## src/hw/rtl/skh_pkg.sv

```systemverilog
// Shared types, constants and byte decoding for the sampled k-mer seed hasher.
package skh_pkg;

	localparam int unsigned BYTE_W   = 8;
	localparam int unsigned KLEN_W   = 6;
	localparam int unsigned KEY_W    = 29;
	localparam int unsigned POS_W    = 32;
	localparam int unsigned WIN_W    = 64;
	localparam int unsigned RUN_W    = 6;
	localparam int unsigned CODE_W   = 3;
	localparam int unsigned OUT_W    = 64;

	localparam logic [KEY_W-1:0]  KEY_MOD  = 29'h1FFF_FFFF;
	localparam logic [RUN_W-1:0]  RUN_CAP  = 6'd32;
	localparam logic [KLEN_W-1:0] KLEN_MAX = 6'd32;
	localparam logic [KLEN_W-1:0] KLEN_MIN = 6'd1;
	localparam logic [KLEN_W-1:0] KLEN_RST = 6'd31;

	localparam logic [BYTE_W-1:0] CH_LF    = 8'd10;
	localparam logic [BYTE_W-1:0] CH_HDR   = 8'h3E;
	localparam logic [BYTE_W-1:0] CH_LOW   = 8'd33;
	localparam logic [BYTE_W-1:0] CH_HIGH  = 8'd127;
	localparam logic [BYTE_W-1:0] CH_UA    = 8'h41;
	localparam logic [BYTE_W-1:0] CH_LA    = 8'h61;
	localparam logic [BYTE_W-1:0] CH_UC    = 8'h43;
	localparam logic [BYTE_W-1:0] CH_LC    = 8'h63;
	localparam logic [BYTE_W-1:0] CH_UG    = 8'h47;
	localparam logic [BYTE_W-1:0] CH_LG    = 8'h67;
	localparam logic [BYTE_W-1:0] CH_UT    = 8'h54;
	localparam logic [BYTE_W-1:0] CH_LT    = 8'h74;

	localparam logic [CODE_W-1:0] CODE_A   = 3'd0;
	localparam logic [CODE_W-1:0] CODE_C   = 3'd1;
	localparam logic [CODE_W-1:0] CODE_G   = 3'd2;
	localparam logic [CODE_W-1:0] CODE_T   = 3'd3;
	localparam logic [CODE_W-1:0] CODE_BAD = 3'd4;

	// Stage-one seed candidate handed from the parser to the key fold.
	typedef struct packed {
		logic             valid;
		logic [WIN_W-1:0] win;
		logic [POS_W-1:0] start;
	} seed_s1_t;

	function automatic logic [CODE_W-1:0] base_code(input logic [BYTE_W-1:0] b);
		logic [CODE_W-1:0] c;
		case (b)
			CH_UA, CH_LA: c = CODE_A;
			CH_UC, CH_LC: c = CODE_C;
			CH_UG, CH_LG: c = CODE_G;
			CH_UT, CH_LT: c = CODE_T;
			default:      c = CODE_BAD;
		endcase
		return c;
	endfunction

endpackage

```

## src/hw/rtl/skh_key_fold.sv

```systemverilog
// Reduction of a 64-bit packed window modulo 2^29-1 by end-around folding.
module skh_key_fold import skh_pkg::*; (
	input  logic [WIN_W-1:0] win,
	output logic [KEY_W-1:0] key
);

	logic [KEY_W+1:0] sum_a;
	logic [KEY_W:0]   sum_b;

	always_comb begin
		// 2^29 == 1 mod the key modulus: add the 29-bit chunks together
		sum_a = {2'b00, win[28:0]} + {2'b00, win[57:29]} + {25'd0, win[63:58]};
		sum_b = {1'b0, sum_a[KEY_W-1:0]} + {28'd0, sum_a[KEY_W+1:KEY_W]};
		if (sum_b >= {1'b0, KEY_MOD}) begin
			key = KEY_W'(sum_b - {1'b0, KEY_MOD});
		end else begin
			key = sum_b[KEY_W-1:0];
		end
	end

endmodule

```

## src/hw/rtl/skh_parse.sv

```systemverilog
// Text parser: line state, base window, run count, sampling test and stage-one register.
module skh_parse import skh_pkg::*; #(
	parameter int unsigned SAMPLE_STEP = 8
) (
	input  logic              clk,
	input  logic              arst_n,
	input  logic              accept,
	input  logic              load_s1,
	input  logic [BYTE_W-1:0] text_byte,
	input  logic [KLEN_W-1:0] kmer_length,
	output seed_s1_t          seed_s1
);

	localparam int unsigned XW = $clog2(SAMPLE_STEP) + 2;
	localparam logic [XW-1:0] STEP     = XW'(SAMPLE_STEP);
	localparam logic [XW-1:0] STEP_TOP = XW'(SAMPLE_STEP - 1);
	localparam logic [XW-1:0] WRAP_REM = XW'((64'd1 << 32) % SAMPLE_STEP);

	logic             line_start_q;
	logic             in_hdr_q;
	logic [POS_W-1:0] pos_q;
	logic [XW-1:0]    phase_q;
	logic [WIN_W-1:0] win_q;
	logic [RUN_W-1:0] run_q;

	logic             line_start_d;
	logic             in_hdr_d;
	logic [POS_W-1:0] pos_d;
	logic [XW-1:0]    phase_d;
	logic [WIN_W-1:0] win_d;
	logic [RUN_W-1:0] run_d;

	logic              is_lf;
	logic              is_base;
	logic [CODE_W-1:0] code;
	logic              code_ok;
	logic [KLEN_W-1:0] klen;
	logic [4:0]        kmin1;
	logic [XW-1:0]     rem_k;
	logic [XW-1:0]     x1;
	logic [XW-1:0]     x2;
	logic              borrow;
	logic [WIN_W-1:0]  mask;
	logic              hit;

	logic              valid_s1;
	logic [WIN_W-1:0]  win_s1;
	logic [POS_W-1:0]  start_s1;

	// Remainder of a small count by the sample step, as a lookup
	function automatic logic [XW-1:0] rem_small(input logic [4:0] v);
		logic [XW-1:0] r;
		r = '0;
		for (int i = 0; i < 32; i++) begin
			if (v == 5'(i)) begin
				r = XW'(i % SAMPLE_STEP);
			end
		end
		return r;
	endfunction

	always_comb begin
		is_lf   = (text_byte == CH_LF);
		is_base = !is_lf && !(line_start_q && text_byte == CH_HDR) && !in_hdr_q &&
			(text_byte >= CH_LOW) && (text_byte <= CH_HIGH);
		code    = base_code(text_byte);
		code_ok = (code != CODE_BAD);

		line_start_d = is_lf;
		if (is_lf) begin
			in_hdr_d = 1'b0;
		end else if (line_start_q && text_byte == CH_HDR) begin
			in_hdr_d = 1'b1;
		end else begin
			in_hdr_d = in_hdr_q;
		end

		pos_d = pos_q + 32'd1;
		if (pos_q == '1 || phase_q == STEP_TOP) begin
			phase_d = '0;
		end else begin
			phase_d = phase_q + XW'(1);
		end

		if (code_ok) begin
			win_d = {win_q[WIN_W-3:0], code[1:0]};
			run_d = (run_q < RUN_CAP) ? run_q + 6'd1 : run_q;
		end else begin
			win_d = {win_q[WIN_W-3:0], 2'b00};
			run_d = '0;
		end

		// Clamp the window length into 1..32
		if (kmer_length == '0) begin
			klen = KLEN_MIN;
		end else if (kmer_length > KLEN_MAX) begin
			klen = KLEN_MAX;
		end else begin
			klen = kmer_length;
		end
		kmin1 = 5'(klen - KLEN_MIN);

		// Start phase = (pos - (k-1)) mod step, with the 2^32 wrap folded back in
		rem_k  = rem_small(kmin1);
		borrow = (pos_q < {27'd0, kmin1});
		x1     = phase_q + STEP - rem_k;
		if (x1 >= STEP) begin
			x1 = x1 - STEP;
		end
		x2 = x1;
		if (borrow) begin
			x2 = x1 + WRAP_REM;
			if (x2 >= STEP) begin
				x2 = x2 - STEP;
			end
		end

		mask = {WIN_W{1'b1}} >> (7'd64 - {klen, 1'b0});
		hit  = is_base && code_ok && (run_d >= klen) && (x2 == '0);
	end

	always_ff @(posedge clk or negedge arst_n) begin
		if (!arst_n) begin
			line_start_q <= 1'b1;
			in_hdr_q     <= 1'b0;
			pos_q        <= '0;
			phase_q      <= '0;
			win_q        <= '0;
			run_q        <= '0;
		end else if (accept) begin
			line_start_q <= line_start_d;
			in_hdr_q     <= in_hdr_d;
			if (is_base) begin
				pos_q   <= pos_d;
				phase_q <= phase_d;
				win_q   <= win_d;
				run_q   <= run_d;
			end
		end
	end

	always_ff @(posedge clk or negedge arst_n) begin
		if (!arst_n) begin
			valid_s1 <= 1'b0;
		end else if (load_s1) begin
			valid_s1 <= accept && hit;
		end
	end

	always_ff @(posedge clk) begin
		if (load_s1) begin
			win_s1   <= win_d & mask;
			start_s1 <= pos_q - {27'd0, kmin1};
		end
	end

	assign seed_s1 = '{valid: valid_s1, win: win_s1, start: start_s1};

`ifndef SYNTHESIS
	a_run_cap: assert property (@(posedge clk) disable iff (!arst_n)
		run_q <= RUN_CAP) else $error("valid run above cap");
	a_phase_range: assert property (@(posedge clk) disable iff (!arst_n)
		phase_q < STEP) else $error("position phase out of range");
	a_hdr_not_start: assert property (@(posedge clk) disable iff (!arst_n)
		in_hdr_q |-> !line_start_q) else $error("header flag set at line start");
`endif

endmodule

```

## src/hw/rtl/sampled_kmer_seed_hasher_core.sv

```systemverilog
// A seed is held in the stage-one register, then in the result register that drives m_tvalid.
// Throughput: one text byte per cycle while s_tready is high; the result register advances whenever it is empty
//   or being taken, and the stage-one register whenever it is empty or the result advances.
// The key is a three-chunk fold modulo 2^29-1 between the two registers.
// Reset (arst_n low) clears line state, position, window, run count and both
//   valid flags, and sets kmer_length to 31.
module sampled_kmer_seed_hasher_core import skh_pkg::*; #(
	parameter int unsigned SAMPLE_STEP = 8
) (
	input  logic              clk,
	input  logic              arst_n,
	input  logic              s_tvalid,
	output logic              s_tready,
	input  logic [BYTE_W-1:0] s_tdata,   // [7:0] text_byte
	output logic              m_tvalid,
	input  logic              m_tready,
	output logic [OUT_W-1:0]  m_tdata,   // [28:0] seed_key, [60:29] seed_pos, [63:61] zero
	input  logic              cfg_valid,
	output logic              cfg_ready,
	input  logic [KLEN_W-1:0] cfg_data   // [5:0] kmer_length
);

	logic [KLEN_W-1:0] kmer_length_q;
	seed_s1_t          seed_s1;
	logic [KEY_W-1:0]  key;
	logic              out_v_q;
	logic [KEY_W-1:0]  key_q;
	logic [POS_W-1:0]  pos_q;
	logic              adv;
	logic              load_s1;
	logic              accept;

	// Output register advances when empty or drained this cycle
	assign adv      = !out_v_q || m_tready;
	// Stage one takes a new item when empty or moving into the output register
	assign load_s1  = !seed_s1.valid || adv;
	assign s_tready = load_s1;
	assign accept   = s_tvalid && s_tready;
	assign cfg_ready = 1'b1;

	// Hold the window length; the user must write it only while idle, the block does not enforce this
	always_ff @(posedge clk or negedge arst_n) begin
		if (!arst_n) begin
			kmer_length_q <= KLEN_RST;
		end else if (cfg_valid && cfg_ready) begin
			kmer_length_q <= cfg_data;
		end
	end

	skh_parse #(
		.SAMPLE_STEP(SAMPLE_STEP)
	) u_parse (
		.clk        (clk),
		.arst_n     (arst_n),
		.accept     (accept),
		.load_s1    (load_s1),
		.text_byte  (s_tdata),
		.kmer_length(kmer_length_q),
		.seed_s1    (seed_s1)
	);

	skh_key_fold u_fold (
		.win(seed_s1.win),
		.key(key)
	);

	// Result register: advance the stage-one candidate, drop empty slots
	always_ff @(posedge clk or negedge arst_n) begin
		if (!arst_n) begin
			out_v_q <= 1'b0;
		end else if (adv) begin
			out_v_q <= seed_s1.valid;
		end
	end

	always_ff @(posedge clk) begin
		if (adv) begin
			key_q <= key;
			pos_q <= seed_s1.start;
		end
	end

	assign m_tvalid = out_v_q;
	assign m_tdata  = {3'b000, pos_q, key_q};

`ifndef SYNTHESIS
	a_key_range: assert property (@(posedge clk) disable iff (!arst_n)
		m_tvalid |-> (m_tdata[KEY_W-1:0] < KEY_MOD)) else $error("seed key not reduced");
	a_full_stall: assert property (@(posedge clk) disable iff (!arst_n)
		(seed_s1.valid && m_tvalid && !m_tready) |-> !s_tready)
		else $error("input taken with both stages full");
	a_drain: assert property (@(posedge clk) disable iff (!arst_n)
		(m_tvalid && m_tready && !seed_s1.valid) |=> !m_tvalid)
		else $error("result repeated after drain");
`endif

endmodule
```

## config.mk

```make
export PLATFORM = sky130hd
export DESIGN_NAME = sampled_kmer_seed_hasher_core
export DESIGN_NICKNAME = d
export VERILOG_FILES = /design/src/hw/rtl/skh_pkg.sv /design/src/hw/rtl/skh_key_fold.sv /design/src/hw/rtl/skh_parse.sv /design/src/hw/rtl/sampled_kmer_seed_hasher_core.sv
export SDC_FILE = /design/constraint.sdc
export NUM_CORES = 1
export LEC_CHECK = 0
export BUFFER_PORTS_ARGS = -buffer_cell sky130_fd_sc_hd__buf_2
export CAP_MARGIN = 15
export CORE_MARGIN = 2
export CORE_UTILIZATION = 52
export CTS_CLUSTER_SIZE = 28
export DETAILED_ROUTE_END_ITERATION = 10
export PLACE_DENSITY = 0.7
export SLEW_MARGIN = 40
export SYNTH_ARGS = -nofsm -noshare
export SYNTH_HDL_FRONTEND = slang
export SYNTH_HIERARCHICAL = 1
export SYNTH_SLANG_ARGS = --single-unit
```

## constraint.sdc

```tcl
create_clock -name clk -period 8.95 [get_ports clk]
set_input_delay 1.79 -clock clk [delete_from_list [all_inputs] [get_ports clk]]
set_output_delay 1.79 -clock clk [all_outputs]
set_load 0.1 [all_outputs]
```

==> results_dict.tcl <==
set metrics [dict create \
    yosys.area_share.xor_xnor 0.0610 \
    cts_hold_buf 0 \
    tns_ns 0 \
    synth_edf_count 157 \
    cp-start-kind "register" \
    grt_setup_unrepaired "no" \
    max_freq_ghz 0.129 \
    cts_buffers 29 \
    ant_nets 0 \
    path_clk_slew_ns 0.06 \
    drtIter0Drc 850 \
    maxSlewHeadroom 0.446 \
    clock-sinks 272 \
    num_rows 63 \
    gr-usage-all-layers 0.217 \
    p_per_area_nw_per_um2 216 \
    grt_max_degree 81 \
    synth.avg_cell_area_um2 10.6 \
    h-tree-depth 1 \
    ys_async_sr_fraction 0.423 \
    power_frac_seq 0.424 \
    seq_area_um2 7600 \
    drt-vias-per-instance 5.62 \
    required_ns 9.25 \
    insertion_delay_ns 0.57 \
    synth_warnings 6 \
    synthCells 1485 \
    die_area_um2 31700 \
    initial_utilization 0.530 \
    grt_overflow_total 0 \
    synth_largest_area_cell "edfxtp_1" \
    cpLargestDelayFamily "compound AO/OA/AOI/OAI gates" \
    skew_ns 0.0315 \
    clockPowerShare 0.302 \
    yosys.area.top_type_share 0.300 \
    drive_above_1_share 0.146 \
    cts_buffer_depth 3 \
    drv_cap 0 \
    crit_type "register to register" \
    areaGrowthSynthToFinish_pct 8.77 \
    grt_pass1_wl_mm 55.4 \
    swShare 0.348 \
    synth_simple_gate_area_frac 0.208 \
    num-nets-final 1650 \
    dp_hpwl_mm 25.1 \
    drt-total-wl_mm 33.6 \
    use_met1 0.307 \
    worstPathBufferInverterCount 4 \
    wire_per_inst_um 17.2 \
    finalSetupViolCount 0 \
    tightestPinTransition_ns 0.832 \
    finalCriticalPeriod_ns 7.75 \
    slowest_delay_ns 0.57 \
    postCtsSetupRepairBufs 0 \
    die_x_um 178 \
    slew_viol_final 0 \
    critPathCaptureType "register" \
    critPathArrivalTime_ns 8.05 \
    grtUsageMet2 0.357 \
    synth_top_family_by_area "simple AND/OR/NAND/NOR gates" \
    tritoncts "done" \
    p_sw_mw 1.29 \
    antenna_cells 0 \
    grt_busiest_layer "met2" \
    peakVddDrop_mv 0.155 \
    critPathSlowestCell "nor3_1" \
    coreArea_um2 29700 \
    first_pass_iters 5 \
    synth_ff_type "edfxtp_1" \
    synthTopCellsByArea "edfxtp_1, dfrtp_1, ha_1, nand2_1, xnor2_1" \
    synth-seq-cells 272 \
    hold_violations 0 \
    drc 0 \
    multi_input_area_um2 7470 \
    numPortBuffers 81 \
    ys_seq_area_frac 0.483 \
    finalWorstSetupSlack_ns 1.20 \
    gp_congestion 0.903 \
    clock-root-buffer "clkbuf_16" \
    die_y_um 178 \
    power.internal_mw 2.42 \
    worst-path-max-fanout 9 \
    p_comb_frac 0.274 \
    power_leakage_nw 7.84 \
    syn_area_um2 15700 \
    cts.repair.resized 0 \
    post-route-period-util 0.866 \
    antenna_found_initial 0 \
    hp-class "register to register" \
    grt_pass1_vias 10700 \
    synth-compound-area-share 0.111 \
    io_pins 86 \
    grtUsageMet3 0.0254 \
    ys_types 113 \
    pre_cts_ws_ns 1.26 \
    status "finished, final reports clean" \
    num_vias 11000 \
    fillers 2537 \
    synthMuxAreaShare 0.0126 \
    synthAdderAreaFrac 0.0801 \
]
## registers in the layout, indices dropped and copies added (netlist names)
signal                count
pos_q                    32
u_parse/run_q             6
u_parse/phase_q           5
u_parse/win_s1           64
kmer_length_q             6
u_parse/win_q            62
m_tvalid                  1
u_parse/line_start_q      1
u_parse/valid_s1          1
u_parse/in_hdr_q          1
key_q                    29
u_parse/start_s1         32
u_parse/pos_q            32
## Yosys cell counts, types with 17 or more instances
cell and n:
ha_1 84, nor2_1 97, dfrtp_1 109, inv_1 55, nand4_1 26, and3_1 34
xor2_1 38, edfxtp_1 157, nor3_1 25, and2_1 29, a21oi_1 51, nand2_1 258
clkbuf_1 20, nor2b_1 17, xnor2_1 58, o21ai_0 57, nand3_1 46
## final timing paths
kind                                                from  depth (start not counted)                       endpoint  slack (ns)
max                          u_parse/win_s1[1]$_DFFE_PP_                         26            key_q[28]$_DFFE_PP_        1.20
min                        u_parse/start_s1[9]$_DFFE_PP_                          0             pos_q[9]$_DFFE_PP_        0.42
max reg2reg                  u_parse/win_s1[1]$_DFFE_PP_                         26            key_q[28]$_DFFE_PP_        1.20
min reg2reg                u_parse/start_s1[9]$_DFFE_PP_                          0             pos_q[9]$_DFFE_PP_        0.42
max in group asynchronous                         arst_n                          2  u_parse/win_q[13]$_DFFE_PN0P_        6.66
min in group asynchronous                         arst_n                          1  u_parse/win_q[45]$_DFFE_PN0P_        1.20
## power by group through the flow
stage,Clock (mW),Combinational (mW),Sequential (mW)
2_1_floorplan,0,0.509,1.90
4_1_cts,1.15,1.02,1.57
3_5_place_dp,0,1.01,1.59
5_1_grt,1.21,1.11,1.59
6_report,1.12,1.02,1.57
3_3_place_gp,0,0.990,1.59
## per-layer routing
| metal | part of all wire | wire [µm] |
|---|---|---|
| met4 | 0.022 | 748 |
| met1 | 0.46 | 15600 |
| met5 | 0 | 0 |
| met2 | 0.47 | 15900 |
| met3 | 0.044 | 1460 |
## area by class of cell
cell class,count,share of cell area
clock inverters,13,0.00650
clock buffers,41,0.0456
flip-flops and latches,272,0.444
multi-input cells,1092,0.437
repair buffers,87,0.0269
well taps,390,0.0285
inverters,55,0.0121
## cell families (layout without fill, tap and decap cells)
family / after synthesis / in the layout
AND/OR/NAND/NOR: 634 / 634
flip-flops: 272 / 272
AO/OA/AOI/OAI: 241 / 241
buffers and inverters: 123 / 196
XOR/XNOR: 102 / 102
adder cells (fa/ha/maj): 95 / 95
multiplexers: 16 / 16
other: 2 / 4
## metrics by stage
step                      power, mW  hold WS (ns)  std cells   util  instance area, µm²
final                          3.70         0.416       1950  0.576               17100
after global routing           3.90         0.422       1950  0.576               17100
after CTS                      3.74         0.419       1950  0.576               17100
after detailed placement       2.60         0.405       1896  0.546               16200
after global placement         2.58         0.400       1896  0.546               16200
after floorplan                2.41         0.400       1487      -               15700
## cell usage in the layout, fill, tap and decap left out, drive strengths merged, types with 6 or more instances in the layout
cell type,synthesis,routed
fa,10,10
o21ai,65,65
a21o,11,11
xor2,43,43
nand2,260,260
nor4b,8,8
a211oi,15,15
nor3b,10,10
mux2,10,10
xnor2,59,59
a21oi,57,57
nor2,106,106
o21a,13,13
nor2b,17,17
buf,39,87
clkinv,0,8
nand4,28,28
edfxtp,157,157
mux2i,6,6
and4,7,7
or2,7,7
o2111ai,6,6
ha,84,84
clkbuf,29,41
and2,30,30
dfrtp,109,109
or3,11,11
and3,36,36
a21boi,13,13
inv,55,58
o22ai,6,6
nand3,47,47
nor3,30,30
nor4,14,14
dfstp,6,6
No activity file was read; power rests on OpenSTA's default activity.
